==> src/hw/rtl/ntc_pkg.sv <==
// ----------------------------------------------------------------------------
// NTC conversion package
// Breakpoint ROM, field widths, status codes and the divider tag type shared
// by the temperature converter and its pipelined divider.
// ----------------------------------------------------------------------------
package ntc_pkg;

  localparam int ROM_SIZE = 43;
  localparam int ADC_W    = 12;
  localparam int TEMP_W   = 12;
  localparam int STAT_W   = 2;
  localparam int IDX_W    = $clog2(ROM_SIZE);

  // Widest gap between neighboring ADC breakpoints is 142, widest temperature
  // step is 50, so the quotient always stays below 64.
  localparam int SPAN_W = 8;
  localparam int DY_W   = 6;
  localparam int NUM_W  = SPAN_W + DY_W;
  localparam int Q_W    = DY_W;

  localparam logic [STAT_W-1:0] ST_INTERP = 2'd0;
  localparam logic [STAT_W-1:0] ST_COLD   = 2'd1;
  localparam logic [STAT_W-1:0] ST_HOT    = 2'd2;

  localparam logic [ADC_W-1:0] BP_ADC [ROM_SIZE] = '{
    12'd3994, 12'd3967, 12'd3935, 12'd3896, 12'd3851, 12'd3797, 12'd3735,
    12'd3665, 12'd3585, 12'd3496, 12'd3397, 12'd3290, 12'd3174, 12'd3050,
    12'd2920, 12'd2785, 12'd2646, 12'd2505, 12'd2363, 12'd2222, 12'd2083,
    12'd1947, 12'd1815, 12'd1688, 12'd1568, 12'd1453, 12'd1345, 12'd1244,
    12'd1149, 12'd1061, 12'd980,  12'd904,  12'd835,  12'd770,  12'd711,
    12'd657,  12'd607,  12'd562,  12'd520,  12'd482,  12'd446,  12'd414,
    12'd385
  };

  localparam logic [TEMP_W-1:0] BP_TEMP [ROM_SIZE] = '{
    12'd100,  12'd150,  12'd200,  12'd250,  12'd300,  12'd350,  12'd400,
    12'd450,  12'd500,  12'd550,  12'd600,  12'd650,  12'd700,  12'd750,
    12'd800,  12'd850,  12'd900,  12'd950,  12'd1000, 12'd1050, 12'd1100,
    12'd1150, 12'd1200, 12'd1250, 12'd1300, 12'd1350, 12'd1400, 12'd1450,
    12'd1500, 12'd1550, 12'd1600, 12'd1650, 12'd1700, 12'd1750, 12'd1800,
    12'd1850, 12'd1900, 12'd1950, 12'd2000, 12'd2050, 12'd2100, 12'd2150,
    12'd2200
  };

  typedef struct packed {
    logic [TEMP_W-1:0] base;
    logic [STAT_W-1:0] status;
  } div_tag_t;

  function automatic logic [ADC_W-1:0] adc_at(input logic [IDX_W-1:0] i);
    if (int'(i) < ROM_SIZE) return BP_ADC[i];
    return '0;
  endfunction

  function automatic logic [TEMP_W-1:0] temp_at(input logic [IDX_W-1:0] i);
    if (int'(i) < ROM_SIZE) return BP_TEMP[i];
    return '0;
  endfunction

endpackage

==> src/hw/rtl/ntc_div.sv <==
// ----------------------------------------------------------------------------
// NTC pipelined divider
// Restoring divider, one quotient bit per register stage; a tag rides along.
// ----------------------------------------------------------------------------
module ntc_div import ntc_pkg::*; (
  input  logic              clk,
  input  logic              rst,
  input  logic              in_valid,
  input  logic [NUM_W-1:0]  num,
  input  logic [SPAN_W-1:0] span,
  input  div_tag_t          in_tag,
  output logic              out_valid,
  output logic [Q_W-1:0]    quot,
  output div_tag_t          out_tag
);

  logic              vld [Q_W+1];
  logic [NUM_W-1:0]  rem [Q_W+1];
  logic [SPAN_W-1:0] dvs [Q_W+1];
  logic [Q_W-1:0]    qb  [Q_W+1];
  div_tag_t          tag [Q_W+1];

  assign vld[0] = in_valid;
  assign rem[0] = num;
  assign dvs[0] = span;
  assign qb[0]  = '0;
  assign tag[0] = in_tag;

  for (genvar k = 0; k < Q_W; k++) begin : g_stage
    localparam int SH = Q_W - 1 - k;
    logic [NUM_W-1:0] trial;
    logic             take;

    always_comb begin
      trial = {{(NUM_W-SPAN_W){1'b0}}, dvs[k]} << SH;
      take  = rem[k] >= trial;
    end

    always_ff @(posedge clk) begin
      if (rst) begin
        vld[k+1] <= 1'b0;
      end else begin
        vld[k+1] <= vld[k];
      end
      rem[k+1] <= take ? rem[k] - trial : rem[k];
      qb[k+1]  <= qb[k] | ({{(Q_W-1){1'b0}}, take} << SH);
      dvs[k+1] <= dvs[k];
      tag[k+1] <= tag[k];
    end
  end

  assign out_valid = vld[Q_W];
  assign quot      = qb[Q_W];
  assign out_tag   = tag[Q_W];

endmodule

==> src/hw/rtl/ntc_adc_to_temperature_unit.sv <==
// ----------------------------------------------------------------------------
// NTC ADC to temperature unit
// Converts a 12-bit thermistor ADC sample to tenths of a degree Celsius by
// breakpoint search and linear interpolation, clamping at both table ends.
//
//   port           dir  width  meaning
//   start          in   1      take adc_sample when busy is low
//   busy           out  1      high during reset only
//   adc_sample     in   12     raw ADC reading
//   done           out  1      result strobe, one cycle per item
//   temp_tenths    out  12     temperature, 0.1 degC
//   clamp_status   out  2      interpolated / cold clamp / hot clamp
//
// Fully pipelined: one item may enter every cycle, and done rises once the
// item has passed 4 search/lookup/multiply stages, 6 divider stages for the
// 6 quotient bits and 1 output register.
// Reset clears the valid bits of all stages; items in flight are dropped.
// Nothing stalls: results leave on their own strobe.
// ----------------------------------------------------------------------------
module ntc_adc_to_temperature_unit import ntc_pkg::*; #(
  parameter int TABLE_ENTRIES = 43
) (
  input  logic              clk,
  input  logic              rst,
  input  logic              start,
  output logic              busy,
  input  logic [ADC_W-1:0]  adc_sample,
  output logic              done,
  output logic [TEMP_W-1:0] temp_tenths,
  output logic [STAT_W-1:0] clamp_status
);

  localparam int USED = (TABLE_ENTRIES < 2) ? 2 :
                        ((TABLE_ENTRIES > ROM_SIZE) ? ROM_SIZE : TABLE_ENTRIES);
  localparam logic [IDX_W-1:0] LAST = IDX_W'(USED - 1);
  localparam int LATENCY = 5 + Q_W;

  logic take;
  assign busy = rst;
  assign take = start & ~busy;

  // Stage 1: compare against every breakpoint
  logic                s1_vld;
  logic [ADC_W-1:0]    s1_x;
  logic [ROM_SIZE-1:0] s1_lt;
  logic [STAT_W-1:0]   s1_stat;
  logic [ROM_SIZE-1:0] lt_next;
  logic [STAT_W-1:0]   stat_next;

  always_comb begin
    for (int i = 0; i < ROM_SIZE; i++) begin
      lt_next[i] = BP_ADC[i] < adc_sample;
    end
    if (adc_sample <= adc_at(LAST)) begin
      stat_next = ST_HOT;
    end else if (adc_sample >= BP_ADC[0]) begin
      stat_next = ST_COLD;
    end else begin
      stat_next = ST_INTERP;
    end
  end

  always_ff @(posedge clk) begin
    if (rst) begin
      s1_vld <= 1'b0;
    end else begin
      s1_vld <= take;
    end
    s1_x    <= adc_sample;
    s1_lt   <= lt_next;
    s1_stat <= stat_next;
  end

  // Stage 2: first breakpoint below the sample
  logic              s2_vld;
  logic [ADC_W-1:0]  s2_x;
  logic [IDX_W-1:0]  s2_idx;
  logic [STAT_W-1:0] s2_stat;
  logic [IDX_W-1:0]  idx_next;

  always_comb begin
    idx_next = IDX_W'(1);
    for (int i = ROM_SIZE - 1; i >= 1; i--) begin
      if (i < USED && s1_lt[i]) idx_next = IDX_W'(i);
    end
  end

  always_ff @(posedge clk) begin
    if (rst) begin
      s2_vld <= 1'b0;
    end else begin
      s2_vld <= s1_vld;
    end
    s2_x    <= s1_x;
    s2_idx  <= idx_next;
    s2_stat <= s1_stat;
  end

  // Stage 3: fetch the segment ends
  logic              s3_vld;
  logic [SPAN_W-1:0] s3_dx;
  logic [SPAN_W-1:0] s3_span;
  logic [DY_W-1:0]   s3_dy;
  div_tag_t          s3_tag;
  logic [ADC_W-1:0]  x0, x1, dx_full, span_full;
  logic [TEMP_W-1:0] y0, y1, dy_full;

  always_comb begin
    x0        = adc_at(s2_idx - IDX_W'(1));
    x1        = adc_at(s2_idx);
    y0        = temp_at(s2_idx - IDX_W'(1));
    y1        = temp_at(s2_idx);
    dx_full   = x0 - s2_x;
    span_full = x0 - x1;
    dy_full   = y1 - y0;
  end

  always_ff @(posedge clk) begin
    if (rst) begin
      s3_vld <= 1'b0;
    end else begin
      s3_vld <= s2_vld;
    end
    s3_tag.status <= s2_stat;
    case (s2_stat)
      ST_INTERP: begin
        s3_tag.base <= y0;
        s3_dx       <= dx_full[SPAN_W-1:0];
        s3_span     <= span_full[SPAN_W-1:0];
        s3_dy       <= dy_full[DY_W-1:0];
      end
      ST_COLD: begin
        s3_tag.base <= BP_TEMP[0];
        s3_dx       <= '0;
        s3_span     <= SPAN_W'(1);
        s3_dy       <= '0;
      end
      default: begin
        s3_tag.base <= temp_at(LAST);
        s3_dx       <= '0;
        s3_span     <= SPAN_W'(1);
        s3_dy       <= '0;
      end
    endcase
  end

  // Stage 4: numerator product
  logic              s4_vld;
  logic [NUM_W-1:0]  s4_num;
  logic [SPAN_W-1:0] s4_span;
  div_tag_t          s4_tag;

  always_ff @(posedge clk) begin
    if (rst) begin
      s4_vld <= 1'b0;
    end else begin
      s4_vld <= s3_vld;
    end
    s4_num  <= NUM_W'(s3_dx) * NUM_W'(s3_dy);
    s4_span <= s3_span;
    s4_tag  <= s3_tag;
  end

  logic           dv_vld;
  logic [Q_W-1:0] dv_quot;
  div_tag_t       dv_tag;

  ntc_div u_div (
    .clk       (clk),
    .rst       (rst),
    .in_valid  (s4_vld),
    .num       (s4_num),
    .span      (s4_span),
    .in_tag    (s4_tag),
    .out_valid (dv_vld),
    .quot      (dv_quot),
    .out_tag   (dv_tag)
  );

  // Output register: add the truncated step to the segment base
  always_ff @(posedge clk) begin
    if (rst) begin
      done <= 1'b0;
    end else begin
      done <= dv_vld;
    end
    temp_tenths  <= dv_tag.base + {{(TEMP_W-Q_W){1'b0}}, dv_quot};
    clamp_status <= dv_tag.status;
  end

  a_latency : assert property (@(posedge clk) disable iff (rst)
    take |-> ##LATENCY done)
    else $error("accepted item did not produce a result on time");

  a_range : assert property (@(posedge clk) disable iff (rst)
    done |-> (temp_tenths >= BP_TEMP[0] && temp_tenths <= temp_at(LAST)))
    else $error("temperature outside the table range");

  a_cold : assert property (@(posedge clk) disable iff (rst)
    done && clamp_status == ST_COLD |-> temp_tenths == BP_TEMP[0])
    else $error("cold clamp with wrong temperature");

  a_hot : assert property (@(posedge clk) disable iff (rst)
    done && clamp_status == ST_HOT |-> temp_tenths == temp_at(LAST))
    else $error("hot clamp with wrong temperature");

  a_status : assert property (@(posedge clk) disable iff (rst)
    done |-> (clamp_status == ST_INTERP || clamp_status == ST_COLD ||
              clamp_status == ST_HOT))
    else $error("unknown clamp status code");

endmodule
==> config.mk <==
export PLATFORM = sky130hd
export DESIGN_NAME = ntc_adc_to_temperature_unit
export DESIGN_NICKNAME = d
export VERILOG_FILES = /design/src/hw/rtl/ntc_pkg.sv /design/src/hw/rtl/ntc_div.sv /design/src/hw/rtl/ntc_adc_to_temperature_unit.sv
export SDC_FILE = /design/constraint.sdc
export NUM_CORES = 1
export LEC_CHECK = 0
export BUFFER_PORTS_ARGS = -buffer_cell sky130_fd_sc_hd__buf_2
export CAP_MARGIN = 20
export CORE_MARGIN = 4
export CORE_UTILIZATION = 52
export CTS_CLUSTER_DIAMETER = 60
export DETAILED_ROUTE_END_ITERATION = 7
export PLACE_DENSITY = 0.68
export SLEW_MARGIN = 20
export SYNTH_ARGS = -nofsm -noshare
export SYNTH_HDL_FRONTEND = slang
export SYNTH_SLANG_ARGS = --single-unit
==> constraint.sdc <==
create_clock -name clk -period 8 [get_ports clk]
set_clock_uncertainty 0.1 [all_clocks]
set_input_delay 0.8 -clock clk [delete_from_list [all_inputs] [get_ports clk]]
set_output_delay 0.8 -clock clk [all_outputs]
set_load 0.05 [all_outputs]
==> impl_metrics.toml, run 1 <==
[timing]
grt_setup_unrepaired = "false"
finalSetupTns_ns = 0
fin_crit_ns = 5.43
worst_slew_pin_slew_ns = 0.957
maxSlewHeadroom_pct = 35.9
final.period_utilization_pct = 67.9
hold_ws_ns = 0.218
final_max_slew_viol_count = 0
max_freq_mhz = 184
finalHoldViolations = 0
setup_violations = 0

[floorplanning]
die-area_sq_um = 33400
die_h_um = 183
core_sq_um = 29900
initial_core_util_pct = 53.2
fp.dieW_um = 183
pin_count = 31
num_rows = 63

[worst_setup_path]
critPathMostFrequentCell = "ha_1"
worst-path-buf-inv = 3
slowest_delay_ns = 0.73
required_ns = 8.35
crit_start = "s2_idx[1]"
timing.rr.start = "s2_idx[1]"
cp-end-kind = "flip-flop"
path_max_fanout = 36
start_kind = "flip-flop"
crit_family = "adder cells"
cp.arrival_ns = 5.78
slowest_stage = "ha_1"
criticalPathCategory = "flip-flop to flip-flop"
crit_path_cell_trace = "inv_1 > ha_1 > inv_1 > ha_1 > buf_4 > nor2_1 > a21oi_1 > or3_1 > o22ai_1 > ha_1 > nor2b_1 > o21ai_0 > a21oi_1 > o41ai_1 > xor3_1 > nor2_1"

[drt]
firstDrtPassIters = 5
vias_per_cell = 5.50
drcViolationCount = 0
vias = 11700
drt_iter0_drc = 672
drt.antenna.violating_nets = 0
routedWlPerCell_um = 15.8
wl_mm = 33.7

[logic_synthesis]
yosys.cell_types.count = 77
yosysWarnings = 0
netlist_area_sq_um = 15900
synth_edf_count = 0
synth_area_leader_cell = "dfxtp_1"
synth_area_leaders = "dfxtp_1 (46%), ha_1 (8.8%), a21oi_1 (4.2%)"
syn_nets = 1863
avgSynthCellArea_sq_um = 9.30
seq_area_frac_synth_pct = 46.0
synthFlopType = "dfxtp_1"
synth_cells = 1708
async_flop_share_pct = 0
ys_seq_elements = 365
synth_top_area_share_pct = 46.0

[clocking]
post-cts-setup-buffer-count = 0
cts.hold.buffers_added = 0
clock_sinks = 365
cts_tree = "built"
h-tree-depth = 2
insertion_delay_ns = 0.52
cts_buffer_depth = 3
cts-buffers-inserted = 39
root_buffer = "clkbuf_16"
cts_resized = 0
clk_transition_reported_paths_ns = 0.06

[hold_path]
hold_path.class = "flip-flop to flip-flop"
hp-start = "s4_tag[12]"

[global_routing]
grt_start_max_net_pins = 55
antenna_found_initial = 0
grt_pass1_wl_mm = 55.9
grt_pass1_vias = 11700
gr-total-overflow = 0
grt_usage_pct = 20.0

[power_and_ir_drop]
p_seq_share_pct = 32.0
power_switching_mw = 3.45
pwr-share-comb_pct = 47.8
vdd_drop_max_uv = 218
p_sw_share_pct = 38.2
intPower_mw = 5.59
clock_power_share_pct = 20.2
leakage_nw = 7.76
p_per_area_nw_per_um2 = 511

[final_layout]
fin_nets = 1873
fillers = 2621
antenna_cells = 0
drive_above_1_share_pct = 8.19
syn_to_final_growth_pct = 11.2

[placement]
place_hpwl_mm = 24.6
gp_congestion = 0.932
port_buffers = 30

[flow_run]
drv_cap = 0

[outcome]
status = "finished, final reports clean"
-- routing by layer --
metal  global-route usage [%]  routed length, um  vias to the layer above
li1                         -                  -                     5878
met3                     3.29               1710                       81
met2                     36.7              16900                      298
met4                     7.42               1140                        0
met1                     23.7              13900                     5481
met5                        0                  0                        -
-- layout by cell type, fill, tap and decap left out, types with 11 or more instances in the layout --
cell type and instances:
a211oi_1 21, a21o_1 20, a21oi_1 134, a31oi_1 17, and2_1 27, buf_2 30
clkbuf_16 40, dfxtp_1 365, fa_1 28, ha_1 112, inv_1 136, mux2_2 15
nand2_1 118, nand2b_1 21, nand3_1 19, nand4_1 12, nor2_1 167, nor2b_1 38
nor3_1 39, nor4_1 17, o21a_1 11, o21ai_0 94, o31ai_1 15, xnor2_1 43
xor2_1 19
-- metrics by stage --
step | cells | area, sq um | total power, mW | util (%) | setup WS (ns)
final | 2136 | 17700 | 9.03 | 59.1 | 2.57
after global routing | 2136 | 17700 | 9.82 | 59.1 | 2.16
after CTS | 2136 | 17700 | 9.12 | 59.1 | 2.66
after detailed placement | 2067 | 16300 | 7.24 | 54.7 | 2.69
after global placement | 2067 | 16300 | 7.10 | 54.7 | 2.85
after floorplan | 1708 | 15900 | 6.28 | - | 3.60
-- sequential cells by signal (all words and copies together), names as in the netlist, 2 cells and up --
| register | count |
|---|---|
| u_div.quot | 6 |
| s3_dy | 5 |
| clamp_status | 2 |
| u_div.out_tag | 13 |
| s3_tag | 13 |
| u_div.dvs | 40 |
| s1_x | 8 |
| s3_dx | 8 |
| u_div.qb | 15 |
| s2_stat | 2 |
| s4_span | 8 |
| u_div.rem | 65 |
| u_div.tag | 65 |
| s2_x | 8 |
| s2_idx | 6 |
| temp_tenths | 12 |
| s1_stat | 2 |
| s3_span | 8 |
| s4_num | 13 |
| u_div.vld | 5 |
| s1_lt | 42 |
| s4_tag | 13 |
-- cells by family after synthesis --
family / count (synthesis) / synth area share [%]
AND/OR/NAND/NOR: 504 / 15.3
AO/OA/AOI/OAI: 398 / 15.6
XOR/XNOR: 67 / 3.88
flip-flops: 365 / 46.0
adder cells (fa/ha/maj): 140 / 12.3
buffers and inverters: 208 / 5.03
multiplexers: 26 / 1.91
-- power by group through the flow --
| stage | clock network (mW) | registers [mW] | logic [mW] |
|---|---|---|---|
| finish | 1.82 | 2.89 | 4.32 |
| global route | 1.94 | 2.98 | 4.90 |
| CTS | 1.86 | 2.90 | 4.36 |
| detailed placement | 0 | 2.94 | 4.31 |
| global placement | 0 | 2.92 | 4.18 |
| floorplan | 0 | 2.91 | 3.37 |
-- Yosys cell counts (5+ instances only) --
cell type	instances
a211o_1	6
a211oi_1	21
a21boi_0	10
a21o_1	20
a21oi_1	134
a311oi_1	8
a31oi_1	17
and2_1	27
and3_1	5
buf_1	11
buf_2	12
clkbuf_1	47
dfxtp_1	365
fa_1	28
ha_1	112
inv_1	136
mux2_2	15
mux2i_1	9
nand2_1	118
nand2b_1	21
nand3_1	19
nand3b_1	6
nand4_1	12
nor2_1	167
nor2b_1	38
nor3_1	39
nor4_1	17
o2111ai_1	6
o21a_1	11
o21ai_0	94
o21bai_1	7
o22ai_1	6
o31ai_1	15
or2_2	8
or3_1	6
xnor2_1	45
xor2_1	19
-- worst paths after layout --
check	endpoint	slack (ns)	depth (start not counted)
setup / recovery	s3_span[7]	2.57	16
setup reg to reg	s3_span[7]	2.57	16
hold reg to reg	u_div.tag[82]	0.22	0
hold / removal	u_div.tag[82]	0.22	0
-- area by class of cell --
type                    instances  area, sq um  share of cell area, %
repair buffers                 40          225                   1.27
flip-flops and latches        365         7310                   41.4
multi-input cells            1135         7800                   44.1
clock buffers                  49         1080                   6.14
clock inverters                20          254                   1.44
well taps                     390          488                   2.76
inverters                     137          514                   2.91
Note: power is estimated with default switching activity, not from simulation.
==> inputs of run 2 (changes only) <==
--- a/config.mk
+++ b/config.mk
@@ -5,6 +5,7 @@
 export SDC_FILE = /design/constraint.sdc
 export NUM_CORES = 1
 export LEC_CHECK = 0
+export ABC_AREA = 1
 export BUFFER_PORTS_ARGS = -buffer_cell sky130_fd_sc_hd__buf_2
 export CAP_MARGIN = 20
 export CORE_MARGIN = 4
==> constraint.sdc (replaced) <==
create_clock -name clk -period 5.5 [get_ports clk]
set_clock_uncertainty 0.1 [all_clocks]
set_input_delay 0.55 -clock clk [delete_from_list [all_inputs] [get_ports clk]]
set_output_delay 0.55 -clock clk [all_outputs]
set_load 0.05 [all_outputs]
==> impl_metrics.toml, run 2 <==
[floorplanning]
core_sq_um = 29000
die_h_um = 181
pin_count = 31
fp.dieW_um = 181
initial_core_util_pct = 53.4
die-area_sq_um = 32600
num_rows = 62

[drt]
drcViolationCount = 0
wl_mm = 33.6
vias_per_cell = 5.13
firstDrtPassIters = 4
routedWlPerCell_um = 14.7
vias = 11700
drt.antenna.violating_nets = 0
drt_iter0_drc = 606

[timing]
max_freq_mhz = 213
finalHoldViolations = 0
grt_setup_unrepaired = "false"
setup_violations = 0
hold_ws_ns = 0.116
finalSetupTns_ns = 0
maxSlewHeadroom_pct = 34.4
worst_slew_pin_slew_ns = 0.980
final.period_utilization_pct = 85.2
fin_crit_ns = 4.68
final_max_slew_viol_count = 0

[worst_setup_path]
crit_family = "compound AO/OA/AOI/OAI gates"
start_kind = "flip-flop"
path_max_fanout = 12
timing.rr.start = "s2_idx[1]"
criticalPathCategory = "flip-flop to flip-flop"
cp-end-kind = "flip-flop"
regToRegSetupSlack_ns = 0.82
r2r_cells = 23
slowest_delay_ns = 0.46
required_ns = 5.85
critPathMostFrequentCell = "nor2_1"
crit_path_cell_trace = "inv_1 > ha_1 > inv_1 > ha_1 > nor2_1 > o21ai_1 > nor2_1 > nand2_1 > o21ai_0 > ha_1 > nand2_1 > nor2_1 > a211oi_1 > nor2_1 > nor2_1 > inv_1 > a21oi_1 > nor2_1 > nor2_1 > inv_1 > a21oi_1 > o21ai_1 > a21oi_1"
worst-path-buf-inv = 4
cp.arrival_ns = 5.03
reg2reg_to = "s3_span[7]"
slowest_stage = "ha_1"

[final_layout]
seqCellArea_sq_um = 7310
fin_util_pct = 59.8
reg_top3 = "u_div.rem x65, u_div.tag x65, s1_lt x42"
final_common_cell = "dfxtp_1"
drive_above_1_share_pct = 6.91
multi_input_area_sq_um = 6760
final_cell_mix = "dfxtp_1 (365), inv_1 (289), nand2_1 (250)"
antenna_cells = 0
fillers = 2582
syn_to_final_growth_pct = 12.0
fin_nets = 2022

[clocking]
cts_buffer_depth = 3
cts_tree = "built"
cts-buffers-inserted = 40
insertion_delay_ns = 0.52
clock_sinks = 365
clk_transition_reported_paths_ns = 0.06
post-cts-setup-buffer-count = 0
cts_resized = 0
h-tree-depth = 2
root_buffer = "clkbuf_16"
cts.hold.buffers_added = 0

[hold_path]
hp-start = "adc_sample[0]"
hold_path.class = "input port to flip-flop"
min_to = "s1_x[0]"
hold-path-cell-count = 1

[logic_synthesis]
synth_cells = 1824
avgSynthCellArea_sq_um = 8.49
async_flop_share_pct = 0
seq_area_frac_synth_pct = 47.2
netlist_area_sq_um = 15500
synthFlopType = "dfxtp_1"
yosysMostFrequentCell = "dfxtp_1"
synth_common_cells = "dfxtp_1 (365), inv_1 (289), nand2_1 (250)"
ys_seq_elements = 365
synth_edf_count = 0
syn_nets = 1979
yosysWarnings = 0
synth_area_leader_cell = "dfxtp_1"
synth_area_leaders = "dfxtp_1 (47%), ha_1 (9.0%), inv_1 (7.0%)"
yosys.cell_types.count = 49
synth_top_area_share_pct = 47.2

[global_routing]
grt_pass1_vias = 11800
grt_start_max_net_pins = 20
grt_use_met2_pct = 36.9
grt_usage_pct = 20.6
busiest_layer = "met2"
antenna_found_initial = 0
grt_pass1_wl_mm = 56.0
met3_usage_pct = 3.31
met1_usage_pct = 24.2
gr-total-overflow = 0

[placement]
port_buffers = 30
gp_congestion = 0.944
place_hpwl_mm = 26.0

[power_and_ir_drop]
intPower_mw = 7.64
vdd_drop_max_uv = 327
p_sw_share_pct = 39.9
pwr-share-comb_pct = 47.0
p_seq_share_pct = 33.1
clock_power_share_pct = 20.0
p_per_area_nw_per_um2 = 734
power_switching_mw = 5.08
leakage_nw = 8.39

[outcome]
status = "finished, final reports clean"

[flow_run]
drv_cap = 0
[run 2: cell count changes after synthesis, moves of 20 or more]
| cell | before | now |
|---|---|---|
| inv_1 | 136 | 289 |
| nand2_1 | 118 | 250 |
| nand3_1 | 19 | 63 |
| nor2b_1 | 38 | 0 |
| nor2_1 | 167 | 202 |
| o21ai_1 | 1 | 29 |
| and2_1 | 27 | 2 |
| o211ai_1 | 3 | 25 |
| nand2b_1 | 21 | 0 |
| nor3_1 | 39 | 19 |
[run 2: stage by stage]
| step | power [mW] | cell area, sq um | worst slack [ns] | cells |
|---|---|---|---|---|
| floorplan | 8.85 | 15500 | 1.04 | 1824 |
| detailed placement | 10.3 | 16000 | 0.974 | 2208 |
| finish | 12.7 | 17300 | 0.816 | 2279 |
| CTS | 12.9 | 17300 | 0.932 | 2278 |
| global placement | 10.0 | 16000 | 1.05 | 2208 |
| global route | 14.0 | 17300 | 0.322 | 2279 |
[run 2: per-layer routing]
metal | vias to the layer above | wire [um]
met5 | - | 0
met4 | 0 | 1630
met3 | 95 | 1580
met2 | 290 | 16400
met1 | 5327 | 14000
li1 | 5983 | -
[run 2: how the worst max path moves through the flow]
stage / start / end / slack, ns / depth (start not counted)
6_report: s2_idx[1] / s3_span[7] / 0.82 / 23
5_1_grt: s2_idx[1] / s3_span[7] / 0.32 / 23
4_1_cts: s2_idx[1] / s3_span[7] / 0.93 / 23
3_5_place_dp: s2_idx[1] / s3_span[7] / 0.97 / 23
3_3_place_gp: s2_idx[1] / s3_span[7] / 1.05 / 26
2_1_floorplan: s2_idx[1] / s3_span[7] / 1.04 / 30
[run 2: layout make-up]
| type | count | area share (%) |
|---|---|---|
| sequential | 365 | 42.1 |
| clock inverter | 16 | 0.931 |
| clock buffer | 54 | 6.49 |
| timing repair buffer | 43 | 1.43 |
| tap | 384 | 2.77 |
| inverter | 312 | 7.23 |
| multi-input combinational | 1105 | 39.0 |
[run 2: power groups by stage]
| stage | logic, mW | registers [mW] | clock network (mW) |
|---|---|---|---|
| final | 5.98 | 4.21 | 2.54 |
| after global routing | 6.91 | 4.33 | 2.73 |
| after CTS | 6.03 | 4.22 | 2.61 |
| after detailed placement | 5.98 | 4.27 | 0 |
| after global placement | 5.78 | 4.24 | 0 |
| after floorplan | 4.62 | 4.22 | 0 |
[run 2: cells by family (layout without fill, tap and decap cells)]
family          count (synthesis)  count (layout)  synth area share (%)
fa+ha+maj                     140             140                  12.7
flops                         365             365                  47.2
simple gates                  568             568                  15.0
mux                             1               1                0.0727
buf+inv                       354             425                  9.14
compound gates                337             337                  12.6
xor+xnor                       59              59                  3.34
==> inputs of run 3 (changes only) <==
--- a/config.mk
+++ b/config.mk
@@ -5,7 +5,6 @@
 export SDC_FILE = /design/constraint.sdc
 export NUM_CORES = 1
 export LEC_CHECK = 0
-export ABC_AREA = 1
 export BUFFER_PORTS_ARGS = -buffer_cell sky130_fd_sc_hd__buf_2
 export CAP_MARGIN = 20
 export CORE_MARGIN = 4
@@ -13,7 +12,6 @@
 export CTS_CLUSTER_DIAMETER = 60
 export DETAILED_ROUTE_END_ITERATION = 7
 export PLACE_DENSITY = 0.68
-export SLEW_MARGIN = 20
 export SYNTH_ARGS = -nofsm -noshare
 export SYNTH_HDL_FRONTEND = slang
 export SYNTH_SLANG_ARGS = --single-unit
==> impl_metrics.toml, run 3 (synthesis gave the netlist of run 1 again) <==
[final_layout]
fillers = 2575
fin_util_pct = 58.9
multi_input_area_sq_um = 7790
reg_top3 = "u_div.rem x65, u_div.tag x65, s1_lt x42"
final_cell_mix = "dfxtp_1 (365), nor2_1 (167), inv_1 (136)"
antenna_cells = 0
fin_nets = 1876
drive_above_1_share_pct = 8.11
layout.cells.non_filler = 2140
seqCellArea_sq_um = 7310
syn_to_final_growth_pct = 10.7
final_common_cell = "dfxtp_1"

[worst_setup_path]
regToRegSetupSlack_ns = 0.79
slowest_delay_ns = 0.51
path_max_fanout = 17
cp.arrival_ns = 5.06
required_ns = 5.84
start_kind = "flip-flop"
r2r_cells = 15
worst-path-buf-inv = 2
critPathMostFrequentCell = "ha_1"
cp-end-kind = "flip-flop"
crit_path_cell_trace = "buf_4 > inv_1 > ha_1 > a21boi_2 > or3b_1 > xnor2_2 > or3_1 > o22ai_1 > ha_1 > nor2b_1 > o21ai_0 > a21oi_1 > o41ai_1 > xor3_1 > nor2_1"
crit_cells = 15
reg2reg_to = "s3_span[7]"
slowest_stage = "or3_1"
crit_family = "compound AO/OA/AOI/OAI gates"
criticalPathCategory = "flip-flop to flip-flop"
timing.rr.start = "s2_idx[1]"

[drt]
wl_mm = 32.9
drt_iter0_drc = 645
vias_per_cell = 5.48
firstDrtPassIters = 5
drt.antenna.violating_nets = 0
routedWlPerCell_um = 15.4
drcViolationCount = 0
vias = 11700

[timing]
worst_slew_pin_slew_ns = 0.922
fin_crit_ns = 4.71
maxSlewHeadroom_pct = 38.4
grt_setup_unrepaired = "false"
setup_violations = 0
finalHoldViolations = 0
final_max_slew_viol_count = 0
final.period_utilization_pct = 85.7
finalSetupTns_ns = 0
max_freq_mhz = 212
hold_ws_ns = 0.167

[clocking]
cts_resized = 0
cts_tree = "built"
insertion_delay_ns = 0.52
clock_sinks = 365
h-tree-depth = 2
cts.hold.buffers_added = 0
clk_transition_reported_paths_ns = 0.06
post-cts-setup-buffer-count = 0
cts_buffer_depth = 3
cts-buffers-inserted = 38
root_buffer = "clkbuf_16"

[floorplanning]
die-area_sq_um = 33400
initial_core_util_pct = 53.2
die_h_um = 183
num_rows = 63
core_sq_um = 29900
fp.dieW_um = 183
pin_count = 31

[power_and_ir_drop]
leakage_nw = 7.72
vdd_drop_max_uv = 323
p_per_area_nw_per_um2 = 733

[global_routing]
grt_pass1_vias = 11500
antenna_found_initial = 0
grt_usage_pct = 19.6
gr-total-overflow = 0
grt_start_max_net_pins = 51
grt_pass1_wl_mm = 55.1

[flow_run]
drv_cap = 0

[hold_path]
hp-start = "adc_sample[0]"
min_to = "s1_x[0]"
hold-path-cell-count = 1
hold_path.class = "input port to flip-flop"

[outcome]
status = "finished, final reports clean"

[placement]
port_buffers = 30
gp_congestion = 0.965
place_hpwl_mm = 24.3
dpl.cell_count = 2071
==> run 3: per-layer routing <==
metal | GRT usage (%) | share of wire (%) | vias up | wire length (um)
met5 | 0 | 0 | - | 0
met4 | 7.45 | 3.3 | 0 | 1090
met3 | 3.25 | 5.5 | 81 | 1810
met2 | 35.5 | 50 | 356 | 16600
met1 | 23.4 | 41 | 5390 | 13400
li1 | - | - | 5897 | -
==> run 3: worst max path at each step <==
| stage | start | to | slack [ns] |
|---|---|---|---|
| 3_3_place_gp | s2_idx[1] | s3_span[7] | 0.97 |
| 4_1_cts | s2_idx[1] | s3_span[7] | 0.85 |
| 6_report | s2_idx[1] | s3_span[7] | 0.79 |
| 2_1_floorplan | s2_idx[1] | s3_span[7] | 1.10 |
| 5_1_grt | s2_idx[1] | s3_span[7] | 0.42 |
| 3_5_place_dp | s2_idx[1] | s3_span[7] | 0.86 |
==> run 3: where the power goes <==
part / switching (mW) / internal, mW / leakage, nW / total, mW
Sequential: 0.461 / 3.73 / 3.05 / 4.19
Combinational: 3.49 / 2.80 / 4.06 / 6.29
Clock: 0.997 / 1.42 / 0.606 / 2.42
Total: 4.95 / 7.95 / 7.72 / 12.9
==> run 3: layout make-up <==
type	instances	area share [%]
clock inverter	18	0.946
inverter	137	2.92
sequential	365	41.6
multi-input combinational	1135	44.3
clock buffer	51	6.03
tap	390	2.78
timing repair buffer	44	1.45
==> run 3: through the flow <==
| stage | setup slack [ns] | cell area, sq um | power [mW] |
|---|---|---|---|
| final | 0.789 | 17600 | 12.9 |
| after global routing | 0.422 | 17600 | 14.1 |
| after CTS | 0.845 | 17600 | 13.0 |
| after detailed placement | 0.862 | 16400 | 10.5 |
| after global placement | 0.969 | 16400 | 10.3 |
| after floorplan | 1.10 | 15900 | 9.14 |
